### src/plfc_pkg.sv
// Shared types, codes, pattern table and lamp update functions of the panel lamp flash controller.
package plfc_pkg;

    // Number of lamps with a flash timer; lamp fields keep their fixed 8-bit width.
    localparam int LAMP_COUNT  = 8;
    localparam int LAMP_WIDTH  = 8;
    localparam int COUNT_WIDTH = 16;

    // Lamp bits that have a timer behind them.
    localparam logic [LAMP_WIDTH-1:0] LAMP_BITS_MASK = LAMP_WIDTH'((1 << LAMP_COUNT) - 1);

    // Item kinds.
    localparam logic [1:0] ACT_TICK   = 2'd0;
    localparam logic [1:0] ACT_DIRECT = 2'd1;
    localparam logic [1:0] ACT_STEP   = 2'd2;
    localparam logic [1:0] ACT_ALARM  = 2'd3;

    // Direct command modes; the unused code behaves as off.
    localparam logic [1:0] MODE_OFF   = 2'd0;
    localparam logic [1:0] MODE_ON    = 2'd1;
    localparam logic [1:0] MODE_FLASH = 2'd2;

    // Configuration register indexes.
    localparam logic CFG_FLASH_PERIOD    = 1'b0;
    localparam logic CFG_PANEL_LAMP_MASK = 1'b1;

    // Reset values of the configuration registers.
    localparam logic [COUNT_WIDTH-1:0] FLASH_PERIOD_RESET    = 16'd50;
    localparam logic [LAMP_WIDTH-1:0]  PANEL_LAMP_MASK_RESET = 8'hFF;

    // Step and alarm lamp patterns.
    localparam logic [LAMP_WIDTH-1:0] PATTERN_TABLE [16] = '{
        8'h00, 8'h40, 8'h20, 8'h60, 8'h02, 8'h42, 8'h22, 8'h62,
        8'h01, 8'h41, 8'h21, 8'h61, 8'h03, 8'h43, 8'h23, 8'h63
    };

    typedef logic [COUNT_WIDTH-1:0] count_t;
    typedef count_t [LAMP_COUNT-1:0] count_vec_t;

    // One input item.
    typedef struct packed {
        logic [1:0]            action;
        logic [LAMP_WIDTH-1:0] lamp_select;
        logic [1:0]            lamp_mode;
        logic [3:0]            pattern_index;
    } plfc_item_t;

    // One result item.
    typedef struct packed {
        logic [LAMP_WIDTH-1:0] lamp_drive;
        logic                  drive_written;
    } plfc_result_t;

    // Lamp state as one value.
    typedef struct packed {
        logic [LAMP_WIDTH-1:0] lamp_bits;
        logic [LAMP_WIDTH-1:0] flash_bits;
        count_vec_t            countdown;
    } lamp_state_t;

    // Off, on or flash command for a set of lamps.
    function automatic lamp_state_t lamp_cmd(input lamp_state_t st,
                                             input logic [LAMP_WIDTH-1:0] sel,
                                             input logic [1:0] mode,
                                             input count_t period);
        lamp_state_t nx;
        logic        any_sel;
        nx      = st;
        any_sel = |(sel & LAMP_BITS_MASK);
        for (int n = 0; n < LAMP_COUNT; n++)
        begin
            if (sel[n])
            begin
                if (mode == MODE_FLASH)
                begin
                    nx.countdown[n] = period;
                end
                else
                begin
                    nx.countdown[n]  = '0;
                    nx.flash_bits[n] = 1'b0;
                end
            end
        end
        if (any_sel)
        begin
            if (mode == MODE_FLASH)
            begin
                // The whole flash mask is replaced, not merged.
                nx.flash_bits = sel;
                nx.lamp_bits  = st.lamp_bits | sel;
            end
            else if (mode == MODE_ON)
            begin
                nx.lamp_bits = st.lamp_bits | sel;
            end
            else
            begin
                nx.lamp_bits = st.lamp_bits & ~sel;
            end
        end
        return nx;
    endfunction

    // One tick: every flashing timer counts down, reloads and toggles at zero.
    function automatic lamp_state_t lamp_tick(input lamp_state_t st, input count_t period);
        lamp_state_t nx;
        count_t      dec;
        nx = st;
        for (int n = 0; n < LAMP_COUNT; n++)
        begin
            dec = st.countdown[n] - 1'b1;
            if (st.flash_bits[n])
            begin
                if (dec == '0)
                begin
                    nx.countdown[n] = period;
                    nx.lamp_bits[n] = ~st.lamp_bits[n];
                end
                else
                begin
                    nx.countdown[n] = dec;
                end
            end
        end
        return nx;
    endfunction

endpackage

### src/plfc_in_reg.sv
// Input register stage of the panel lamp flash controller.
module plfc_in_reg
    import plfc_pkg::*;
(
    input  logic       clk,
    input  logic       rst_n,
    input  logic       s_axis_tvalid,
    output logic       s_axis_tready,
    input  logic [15:0] s_axis_tdata,  // lamp_select[7:0], lamp_mode[9:8], pattern_index[13:10]
    input  logic [1:0]  s_axis_tuser,  // action[1:0]
    input  logic       advance,
    output logic       item_valid,
    output plfc_item_t item
);

    logic       valid_reg;
    plfc_item_t item_reg;
    logic       accept;

    // The register takes a new item when empty or when its item moves on.
    assign s_axis_tready = !valid_reg || advance;
    assign accept        = s_axis_tvalid && s_axis_tready;

    // Valid flag.
    always_ff @(posedge clk or negedge rst_n)
    begin
        if (!rst_n)
        begin
            valid_reg <= 1'b0;
        end
        else if (accept)
        begin
            valid_reg <= 1'b1;
        end
        else if (advance)
        begin
            valid_reg <= 1'b0;
        end
    end

    // Item payload.
    always_ff @(posedge clk)
    begin
        if (accept)
        begin
            item_reg.action        <= s_axis_tuser;
            item_reg.lamp_select   <= s_axis_tdata[7:0];
            item_reg.lamp_mode     <= s_axis_tdata[9:8];
            item_reg.pattern_index <= s_axis_tdata[13:10];
        end
    end

    assign item_valid = valid_reg;
    assign item       = item_reg;

    // A held item stays while it cannot move on.
    a_hold_item: assert property (@(posedge clk) disable iff (!rst_n)
        valid_reg && !advance |=> valid_reg)
        else $error("plfc_in_reg: held item dropped");

endmodule

### src/plfc_lamp_state.sv
// Lamp, flash and timer state with configuration registers and the single-pass update.
module plfc_lamp_state
    import plfc_pkg::*;
(
    input  logic                  clk,
    input  logic                  rst_n,
    input  logic                  cfg_we,
    input  logic                  cfg_index,
    input  logic [15:0]           cfg_data,
    input  logic                  fire,
    input  plfc_item_t            item,
    output plfc_result_t          result
);

    logic [COUNT_WIDTH-1:0] flash_period_reg;
    logic [LAMP_WIDTH-1:0]  panel_lamp_mask_reg;
    lamp_state_t            state_reg;
    lamp_state_t            state_next;
    lamp_state_t            cleared;
    logic                   wrote;
    logic                   clear_wrote;
    logic                   pattern_wrote;
    logic [LAMP_WIDTH-1:0]  pattern;

    // Configuration writes.
    always_ff @(posedge clk or negedge rst_n)
    begin
        if (!rst_n)
        begin
            flash_period_reg    <= FLASH_PERIOD_RESET;
            panel_lamp_mask_reg <= PANEL_LAMP_MASK_RESET;
        end
        else if (cfg_we)
        begin
            unique case (cfg_index)
                CFG_FLASH_PERIOD:    flash_period_reg    <= cfg_data;
                CFG_PANEL_LAMP_MASK: panel_lamp_mask_reg <= cfg_data[LAMP_WIDTH-1:0];
                default:             flash_period_reg    <= flash_period_reg;
            endcase
        end
    end

    // Step and alarm first switch the panel lamps off, then apply the pattern.
    assign pattern       = PATTERN_TABLE[item.pattern_index];
    assign clear_wrote   = |(panel_lamp_mask_reg & LAMP_BITS_MASK);
    assign pattern_wrote = |(pattern & LAMP_BITS_MASK);
    assign cleared       = lamp_cmd(state_reg, panel_lamp_mask_reg, MODE_OFF, flash_period_reg);

    // Next state for the item in hand.
    always_comb
    begin
        state_next = state_reg;
        wrote      = 1'b0;
        unique case (item.action)
            ACT_TICK:
            begin
                if (state_reg.flash_bits != '0)
                begin
                    state_next = lamp_tick(state_reg, flash_period_reg);
                    wrote      = 1'b1;
                end
            end
            ACT_DIRECT:
            begin
                state_next = lamp_cmd(state_reg, item.lamp_select, item.lamp_mode,
                                      flash_period_reg);
                wrote      = |(item.lamp_select & LAMP_BITS_MASK);
            end
            ACT_STEP:
            begin
                state_next = lamp_cmd(cleared, pattern, MODE_ON, flash_period_reg);
                wrote      = clear_wrote || pattern_wrote;
            end
            ACT_ALARM:
            begin
                state_next = lamp_cmd(cleared, pattern, MODE_FLASH, flash_period_reg);
                wrote      = clear_wrote || pattern_wrote;
            end
            default:
            begin
                state_next = state_reg;
                wrote      = 1'b0;
            end
        endcase
    end

    // State registers.
    always_ff @(posedge clk or negedge rst_n)
    begin
        if (!rst_n)
        begin
            state_reg <= '0;
        end
        else if (fire)
        begin
            state_reg <= state_next;
        end
    end

    // Result of this item, active-low drive of the existing lamps.
    assign result.lamp_drive    = ~state_next.lamp_bits & panel_lamp_mask_reg;
    assign result.drive_written = wrote;

    a_idle_stable: assert property (@(posedge clk) disable iff (!rst_n)
        !fire |=> $stable(state_reg))
        else $error("plfc_lamp_state: state changed without an item");

    a_quiet_tick: assert property (@(posedge clk) disable iff (!rst_n)
        fire && item.action == ACT_TICK && state_reg.flash_bits == '0
        |=> $stable(state_reg.lamp_bits))
        else $error("plfc_lamp_state: lamps changed on a tick without flashing lamps");

    a_step_no_flash: assert property (@(posedge clk) disable iff (!rst_n)
        fire && item.action == ACT_STEP
        |=> (state_reg.flash_bits & $past(panel_lamp_mask_reg) & LAMP_BITS_MASK) == '0)
        else $error("plfc_lamp_state: step left a panel lamp flashing");

endmodule

### src/panel_lamp_flash_controller_core.sv
// Top level of the panel lamp flash controller: input stage, lamp state and result register.
//
// The block takes one item per clock cycle while results are taken, and gives one result per
// item. An accepted item waits in the input register until the output register is free. Then a
// single pass through the lamp update, which steps all eight flash timers side by side, loads
// its result into the output register, from which it is offered. When the output side is ready
// every cycle, items and results flow back to back. While a result waits for the output side,
// the input register still takes one more item. After that the input stalls until the waiting
// result is taken. Configuration writes take effect on the next clock edge and are meant to be
// made while no item is in flight.
module panel_lamp_flash_controller_core
    import plfc_pkg::*;
(
    input  logic        clk,
    input  logic        rst_n,
    input  logic        cfg_we,
    input  logic        cfg_index,
    input  logic [15:0] cfg_data,
    input  logic        s_axis_tvalid,
    output logic        s_axis_tready,
    input  logic [15:0] s_axis_tdata,  // lamp_select[7:0], lamp_mode[9:8], pattern_index[13:10]
    input  logic [1:0]  s_axis_tuser,  // action[1:0]
    output logic        m_axis_tvalid,
    input  logic        m_axis_tready,
    output logic [7:0]  m_axis_tdata,  // lamp_drive[7:0]
    output logic        m_axis_tuser   // drive_written[0]
);

    logic         item_valid;
    plfc_item_t   item;
    logic         advance;
    plfc_result_t result;
    logic         out_valid_reg;
    plfc_result_t out_reg;

    // The item in the input register moves on when the output register is free.
    assign advance = item_valid && (!out_valid_reg || m_axis_tready);

    plfc_in_reg u_in_reg (
        .clk           (clk),
        .rst_n         (rst_n),
        .s_axis_tvalid (s_axis_tvalid),
        .s_axis_tready (s_axis_tready),
        .s_axis_tdata  (s_axis_tdata),
        .s_axis_tuser  (s_axis_tuser),
        .advance       (advance),
        .item_valid    (item_valid),
        .item          (item)
    );

    plfc_lamp_state u_lamp_state (
        .clk       (clk),
        .rst_n     (rst_n),
        .cfg_we    (cfg_we),
        .cfg_index (cfg_index),
        .cfg_data  (cfg_data),
        .fire      (advance),
        .item      (item),
        .result    (result)
    );

    // Output valid flag.
    always_ff @(posedge clk or negedge rst_n)
    begin
        if (!rst_n)
        begin
            out_valid_reg <= 1'b0;
        end
        else if (advance)
        begin
            out_valid_reg <= 1'b1;
        end
        else if (m_axis_tready)
        begin
            out_valid_reg <= 1'b0;
        end
    end

    // Output payload.
    always_ff @(posedge clk)
    begin
        if (advance)
        begin
            out_reg <= result;
        end
    end

    assign m_axis_tvalid = out_valid_reg;
    assign m_axis_tdata  = out_reg.lamp_drive;
    assign m_axis_tuser  = out_reg.drive_written;

    a_out_loaded: assert property (@(posedge clk) disable iff (!rst_n)
        advance |=> out_valid_reg)
        else $error("panel_lamp_flash_controller_core: result lost after update");

    a_no_overwrite: assert property (@(posedge clk) disable iff (!rst_n)
        out_valid_reg && !m_axis_tready |-> !advance)
        else $error("panel_lamp_flash_controller_core: waiting result overwritten");

    a_in_ready: assert property (@(posedge clk) disable iff (!rst_n)
        !item_valid |-> s_axis_tready)
        else $error("panel_lamp_flash_controller_core: empty input stage not ready");

endmodule

### config.mk
export PLATFORM = sky130hd
export DESIGN_NAME = panel_lamp_flash_controller_core
export DESIGN_NICKNAME = d
export VERILOG_FILES = /design/src/plfc_pkg.sv /design/src/plfc_in_reg.sv /design/src/plfc_lamp_state.sv /design/src/panel_lamp_flash_controller_core.sv
export SDC_FILE = /design/constraint.sdc
export NUM_CORES = 1
export LEC_CHECK = 0
export ABC_AREA = 1
export BUFFER_PORTS_ARGS = -buffer_cell sky130_fd_sc_hd__buf_2
export CORE_ASPECT_RATIO = 2
export CORE_UTILIZATION = 35
export DETAILED_ROUTE_END_ITERATION = 10
export HOLD_SLACK_MARGIN = 0.15
export PLACE_DENSITY_LB_ADDON = 0.1
export SKIP_LAST_GASP = 1
export SYNTH_ARGS = -nofsm -noshare
export SYNTH_HDL_FRONTEND = slang
export SYNTH_SLANG_ARGS = --single-unit
### constraint.sdc
create_clock -name clk -period 4.05 [get_ports clk]
set_input_delay 0.81 -clock clk [delete_from_list [all_inputs] [get_ports clk]]
set_output_delay 0.81 -clock clk [all_outputs]
set_load 0.1 [all_outputs]
# Yosys cells after proc, flatten, opt, wreduce, memory -nomap -nowiden
# Memory sizes are Yosys's and may differ from the RTL's.
# Index checks and enable logic that the tools add are counted.
[classes] eq_ne=22 n_div=0 shifts=0 addsub=8 muxes=114 n_reduce_logical=34 bitwise=19 mul=0 n_lt_le_gt_ge=1
[ops] cell="two-way mux 16 bit" n=51
[ops] cell="one-hot mux 144 bit (4 select lines)" n=1
[ops] cell="two-way mux 144 bit" n=1
[ops] cell="logical NOT 16 bit" n=8
[ops] cell="subtractor 16 x 1 -> 16 bit, second input constant" n=8
[ops] cell="two-way mux 8 bit" n=7
[ops] cell="two-way mux 1 bit" n=53
[ops] cell="AND reduction 4 bit" n=8
[ops] cell="AND 8 bit" n=3
[ops] cell="NOT 8 bit" n=3
[ops] cell="OR reduction 8 bit" n=3
[ops] cell="inequality test 2 x 1 -> 1 bit, second input constant" n=9
[ops] cell="inequality test 2 bit, second input constant" n=8
[ops] cell="OR 8 bit" n=2
[ops] cell="NOT 1 bit" n=10
[ops] cell="nonzero test 8 bit" n=1
[ops] cell="== test 2 bit, second input constant" n=3
[ops] cell="AND reduction 2 bit" n=3
[ops] cell=">= comparator 5 bit, second input constant" n=1
[ops] cell="NOT 4 -> 5 bit" n=1
[ops] cell="== test 2 x 1 -> 1 bit, second input constant" n=2
[ops] cell="nonzero test 2 bit" n=2
[ops] cell="logical OR 1 bit" n=3
[ops] cell="one-hot mux 1 bit (3 select lines)" n=1
[ops] cell="other kinds (4)" n=6
[totals] regBits=195 latch_bits=0 ramBits=0 in_bits=40 mem_count=1 rom_bits=128 elab_cells=219
[mem_list] name="(name not given)" depth=16 word_bits=8 read_ports=1 rd_clocked_by_memory_dff=0 wr=0 line_no="plfc_lamp_state.sv:44" source="assign pattern = PATTERN_TABLE[item.pattern_index];"

# Logic depth before layout (Yosys ltp)
[depth] word_depth=9 mapped_depth=17 depth_no_buf=17

# Modules after synthesis
# From an unflattened synthesis, not the netlist that was laid out.
[unflattened] hier_cells=2618 area_unflattened_um2=16629.7
[modules_own_cells] module="plfc_lamp_state" area_each_um2=15785.1 cells_each=2581 instances=1 seq_area_each_um2=4217.8
[modules_own_cells] module="plfc_in_reg" area_each_um2=525.5 cells_each=22 instances=1 seq_area_each_um2=505.5
[modules_own_cells] module="panel_lamp_flash_controller_core" area_each_um2=319.1 cells_each=15 instances=1 seq_area_each_um2=295.3

# Worst setup path before layout
# OpenSTA, ideal clock, no wires.
[synth_timing] kind="reg2reg" from="reg out_valid_reg (netlist: m_axis_tvalid)" to="reg u_in_reg.item_reg (netlist bit u_in_reg.item[0]) (enable)" arrival_ps=2454 required_ps=3732 path_buffers=0 path_stages_with_launch=4 slack_ps=1277 setup_ps=318 cell_sequence="dfrtp_1 -> nand3_1 -> nand2_1 -> inv_1"
[synth_between] elab_chain_cells=5
[synth_rtl] element="start: declaration" line_no="panel_lamp_flash_controller_core.sv:33" source="logic out_valid_reg;"
[synth_rtl] element="start signal: assignment" line_no="panel_lamp_flash_controller_core.sv:67" source="out_valid_reg <= 1'b0;"
[synth_rtl] element="start signal: assignment" line_no="panel_lamp_flash_controller_core.sv:71" source="out_valid_reg <= 1'b1;"
[synth_rtl] element="start signal: assignment" line_no="panel_lamp_flash_controller_core.sv:75" source="out_valid_reg <= 1'b0;"
[synth_rtl] element="logical NOT 1 bit" line_no="panel_lamp_flash_controller_core.sv:37" source="assign advance = item_valid && (!out_valid_reg || m_axis_tready);"
[synth_rtl] element="logical OR 1 bit" line_no="panel_lamp_flash_controller_core.sv:37"
[synth_rtl] element="logical AND 1 bit" line_no="panel_lamp_flash_controller_core.sv:37"
[synth_rtl] element="logical OR 1 bit" line_no="plfc_in_reg.sv:21" source="assign s_axis_tready = !valid_reg || advance;"
[synth_rtl] element="named net s_axis_tready" line_no="panel_lamp_flash_controller_core.sv:20" source="output logic s_axis_tready,"
[synth_rtl] element="logical AND 1 bit" line_no="plfc_in_reg.sv:22" source="assign accept = s_axis_tvalid && s_axis_tready;"
[synth_rtl] element="named net u_in_reg.accept" line_no="plfc_in_reg.sv:18" source="logic accept;"
[synth_rtl] element="end: declaration" line_no="plfc_in_reg.sv:17" source="plfc_item_t item_reg;"
# The timed path passes the listed nets, and every way through them passes these cells.
# A chain may end at the register's enable or synchronous reset.

# Worst setup path after layout
[layout_timing] from="reg u_lamp_state.state_reg[16] (netlist name)" to="reg u_lamp_state.state_reg[22] (netlist name)"
[layout_between] elab_chain_cells=6
[layout_rtl] element="start: declaration" line_no="plfc_lamp_state.sv:17" source="lamp_state_t state_reg;"
[layout_rtl] element="start signal: assignment" line_no="plfc_lamp_state.sv:96" source="state_reg <= state_next;"
[layout_rtl] element="subtractor 16 x 1 -> 16 bit (*)" line_no="plfc_pkg.sv:112" source="dec = st.countdown[n] - 1'b1;"
[layout_rtl] element="logical NOT 16 bit" line_no="plfc_pkg.sv:115" source="if (dec == '0)"
[layout_rtl] element="two-way mux 16 bit (*)" line_no="plfc_pkg.sv:115"
[layout_rtl] element="two-way mux 16 bit (*)" line_no="plfc_pkg.sv:113" source="if (st.flash_bits[n])"
[layout_rtl] element="two-way mux 144 bit (*)" line_no="plfc_lamp_state.sv:57" source="if (state_reg.flash_bits != '0)"
[layout_rtl] element="one-hot mux 144 bit (4 select lines) (*)" line_no="plfc_lamp_state.sv:54" source="unique case (item.action)"
# Mark *: on every way between the ends. The rest lies on a longest branch, timed or not. The select of a mux whose other input is x is not followed.

==> impl_results.md <==
- Fin Setup TNS: 0 ns
- PostCTS Resize Cnt: 0
- Die area: about 47000 sq um
- Nets: 2510
- Post-Syn Instances: 2446
- Area Growth Syn to Fin: 8.70%
- First-pass GRT wire length: ~99 mm
- CTS hold repair buffers: 0
- Seq/Total Area, Yosys: around a third
- CTS tree: built
- Total GRT Usage: 28.7%
- HP Class: primary input to asynchronous set/reset pin
- Most used DFF post-synth: dfrtp_1
- CP top delay family: simple AND/OR/NAND/NOR gates
- Port-buffer cells: 48
- Xor/xnor cell area share of the yosys netlist: 3.34%
- Largest net degree at the start of global routing: 124
- Top sig layer: met4
- Required time of the critical path: roughly 4.5 ns
- Initial DRC Count: between 1000 and 1500
- Clock-pin transition on the worst setup and hold timing paths: 0.09 ns
- Final setup violation count: 0
- Antenna Nets Post-Route: 0
- Vias: 16773
- Static Leak: around 8.3 nW
- # DRC: 0
- Fraction of registers with async set/reset: 87.2%
- Final period utilization: 76.4%
- Clock Path Buffers: 2
- Initial Util: a little over a third
- Kind of critical path: flop to flop
- Slew HR: 29.1%
- Combinational family with the most area after synthesis: simple AND/OR/NAND/NOR gates
- Total clock buffers created by CTS: 17
- Routability-driven placement congestion ratio: 0.917
- Synth Area in Simple Gates: 36.0%
- Die Width: 153 um
- Synth warnings: 0
- Vias in the first global route: 16548
- Placed wire-length estimate: 46.4 mm
- Wire length per cell: about 22 um
- Post-layout util: 38.7%
- Delay of the slowest critical-path stage: 0.57 ns
- Worst Tran Pin Value: 1.06 ns
- Max-cap violations: 0
- P per Cell Area: 643 nW/um^2
- Mapped cell area: between 15000 and 20000 sq um
- Flops & latches, synth: slightly below 200
- Crit-path max FO: 16
- Compound-Gate Fraction of Synth Area: 17.1%
- Final Cell Area: 17400 sq um
- WP buf/inv: 1
- Clk_skew: 0.0143 ns
- Fin. Hold Viols: 0
- Max reg flops: 144
- Slowest cell on crit path: nor2_2
- Via density: 5.54
- Die height: 304 um
- Post-CTS setup buffers: 0
- Adder-Cell Fraction of Synth Area: 1.25%
- Post-Syn Nets: 2502
- Drt pass-1 iters: 5
- Wl on met1: 24.3 mm
- DR WL met3: 3.45 mm
- Clock root cell: clkbuf_16
- Post-synthesis mux area share: 0%
- Maximum VDD drop: 0.222 mV
- Cell chain of the critical path: inv_1, ha_1, nand2_1, o21ai_1, nand3_1, nor2_1, nand3_1, nor2_2, nand2_2, o21ai_0, nand2_1, a21oi_1
- Clk sink count: between 150 and 200
- Number of primary I/O pins: about 50
- RSZ-0062 raised after global routing: no
- Outcome: finished clean
- Tmin final: 3.09 ns
- Row cnt: 110
- Startpoint Class: flop
- Routed WL: roughly 66 mm
- Initial antenna violation count: 1
- EDFF count, synth: 25
- Cell Count, Final, Fillers Out: 3029
- Placed Cells: 2995
- Share of cells above drive strength 1: 9.85%
- Syn_area_per_cell: ~6.5 sq um
- Total congestion overflow: 0
- Worst EP arrival: 3.51 ns
- CP endpoint kind: flop
- Max Fclk: 323 MHz
- Max-slew violation count: 0
- Wire length on met2: 33.5 mm
- Worst skew pair latency: 0.48 ns
- Placed Area: 16800 sq um
- Post-synthesis cell type count: 46
- Fin Hold WS: 0.362 ns
- Core Region: 45000 sq um
- Htree depth: 4
[synthesized netlist by cell type (all sizes together), types with 25 or more instances]
master	n	share of area [%]
dfrtp	159	25
a21oi	49	1.5
o21ai	132	4.2
clkbuf	58	1.4
nor2	377	10
xor2	53	2.9
nand2	626	15
o221ai	55	3.3
inv	329	7.7
nand3	309	9.9
edfxtp	25	4.7
buf	42	1.7
a21boi	93	4.4
[cell families (layout without fill, tap and decap cells)]
group                    count (synthesis)  in the layout
AO/OA/AOI/OAI                          402            402
XOR/XNOR                                61             61
adder cells (fa/ha/maj)                 16             16
buffers and inverters                  436            457
flip-flops                             195            195
other                                    0              2
AND/OR/NAND/NOR                       1336           1336
[cells in the final DEF, fill, tap and decap left out, types with 10 or more instances in the layout]
master / count
o31ai_1: 11
a211oi_1: 11
dfrtp_1: 159
inv_2: 21
buf_2: 47
inv_1: 308
edfxtp_1: 25
a21oi_1: 49
nand4_1: 13
o221ai_1: 47
nand2_2: 10
o21ai_0: 117
dfstp_2: 11
buf_4: 39
nor2_4: 16
nor2_2: 34
a21boi_0: 34
a21boi_1: 59
clkbuf_16: 17
o21ai_1: 14
nor2_1: 326
ha_1: 16
o211ai_1: 14
nand2_1: 612
nand3_1: 305
a22oi_1: 18
xor2_1: 53
[final timing paths]
path / startpoint / end / slack (ns) / depth (start not counted)
min in group clk: s_axis_tdata[4] / u_in_reg.item[10]$_DFFE_PP_ / 0.49 / 1
hold reg to reg: u_lamp_state.state_reg[142]$_DFFE_PN0P_ / u_lamp_state.state_reg[142]$_DFFE_PN0P_ / 0.51 / 2
setup reg to reg: u_lamp_state.state_reg[16]$_DFFE_PN0P_ / u_lamp_state.state_reg[22]$_DFFE_PN0P_ / 0.96 / 12
hold / removal: rst_n / u_lamp_state.state_reg[91]$_DFFE_PN0P_ / 0.36 / 1
setup / recovery: u_lamp_state.state_reg[16]$_DFFE_PN0P_ / u_lamp_state.state_reg[22]$_DFFE_PN0P_ / 0.96 / 12
max in group asynchronous: rst_n / u_lamp_state.panel_lamp_mask_reg[6]$_DFFE_PN1P_ / 2.66 / 2
[routing by layer]
| metal | vias up | global-route usage (%) |
|---|---|---|
| li1 | 7959 | - |
| met1 | 8113 | 30.9 |
| met4 | 0 | 20.3 |
| met2 | 553 | 50.9 |
| met3 | 148 | 4.27 |
| met5 | - | 0 |
[worst register-to-register path, delay by kind of cell (launching register included)]
| family | cells | cell delay (ns) |
|---|---|---|
| adders and majority gates | 1 | 0.24 |
| AOI/OAI and AO/OA | 3 | 0.63 |
| DFF | 1 | 0.42 |
| buffers and inverters | 1 | 0.15 |
| and+or+nand+nor | 7 | 1.59 |
[layout make-up]
| type | instances | area [sq um] |
|---|---|---|
| clock inverters | 15 | 165 |
| well taps | 560 | 701 |
| repair buffers | 89 | 582 |
| flip-flops and latches | 195 | 5020 |
| inverters | 336 | 1260 |
| multi-input cells | 1815 | 9240 |
| fillers | 4916 | 27600 |
| clock buffers | 17 | 425 |
| diodes | 2 | 5.00 |
[metrics by stage]
stage | power [mW] | worst slack (ns)
2_1_floorplan | 7.75 | 1.28
3_3_place_gp | 9.22 | 0.992
3_5_place_dp | 9.33 | 0.941
4_1_cts | 11.2 | 0.925
5_1_grt | 12.1 | 0.697
6_report | 11.2 | 0.958
[power by group]
part / leakage [nW] / internal [mW] / switching, mW / total (mW)
combinational: 5.84 / 1.92 / 3.79 / 5.71
clock: 0.282 / 0.880 / 0.958 / 1.84
sequential: 2.23 / 2.77 / 0.856 / 3.62
(Power assumes the default switching activity.)
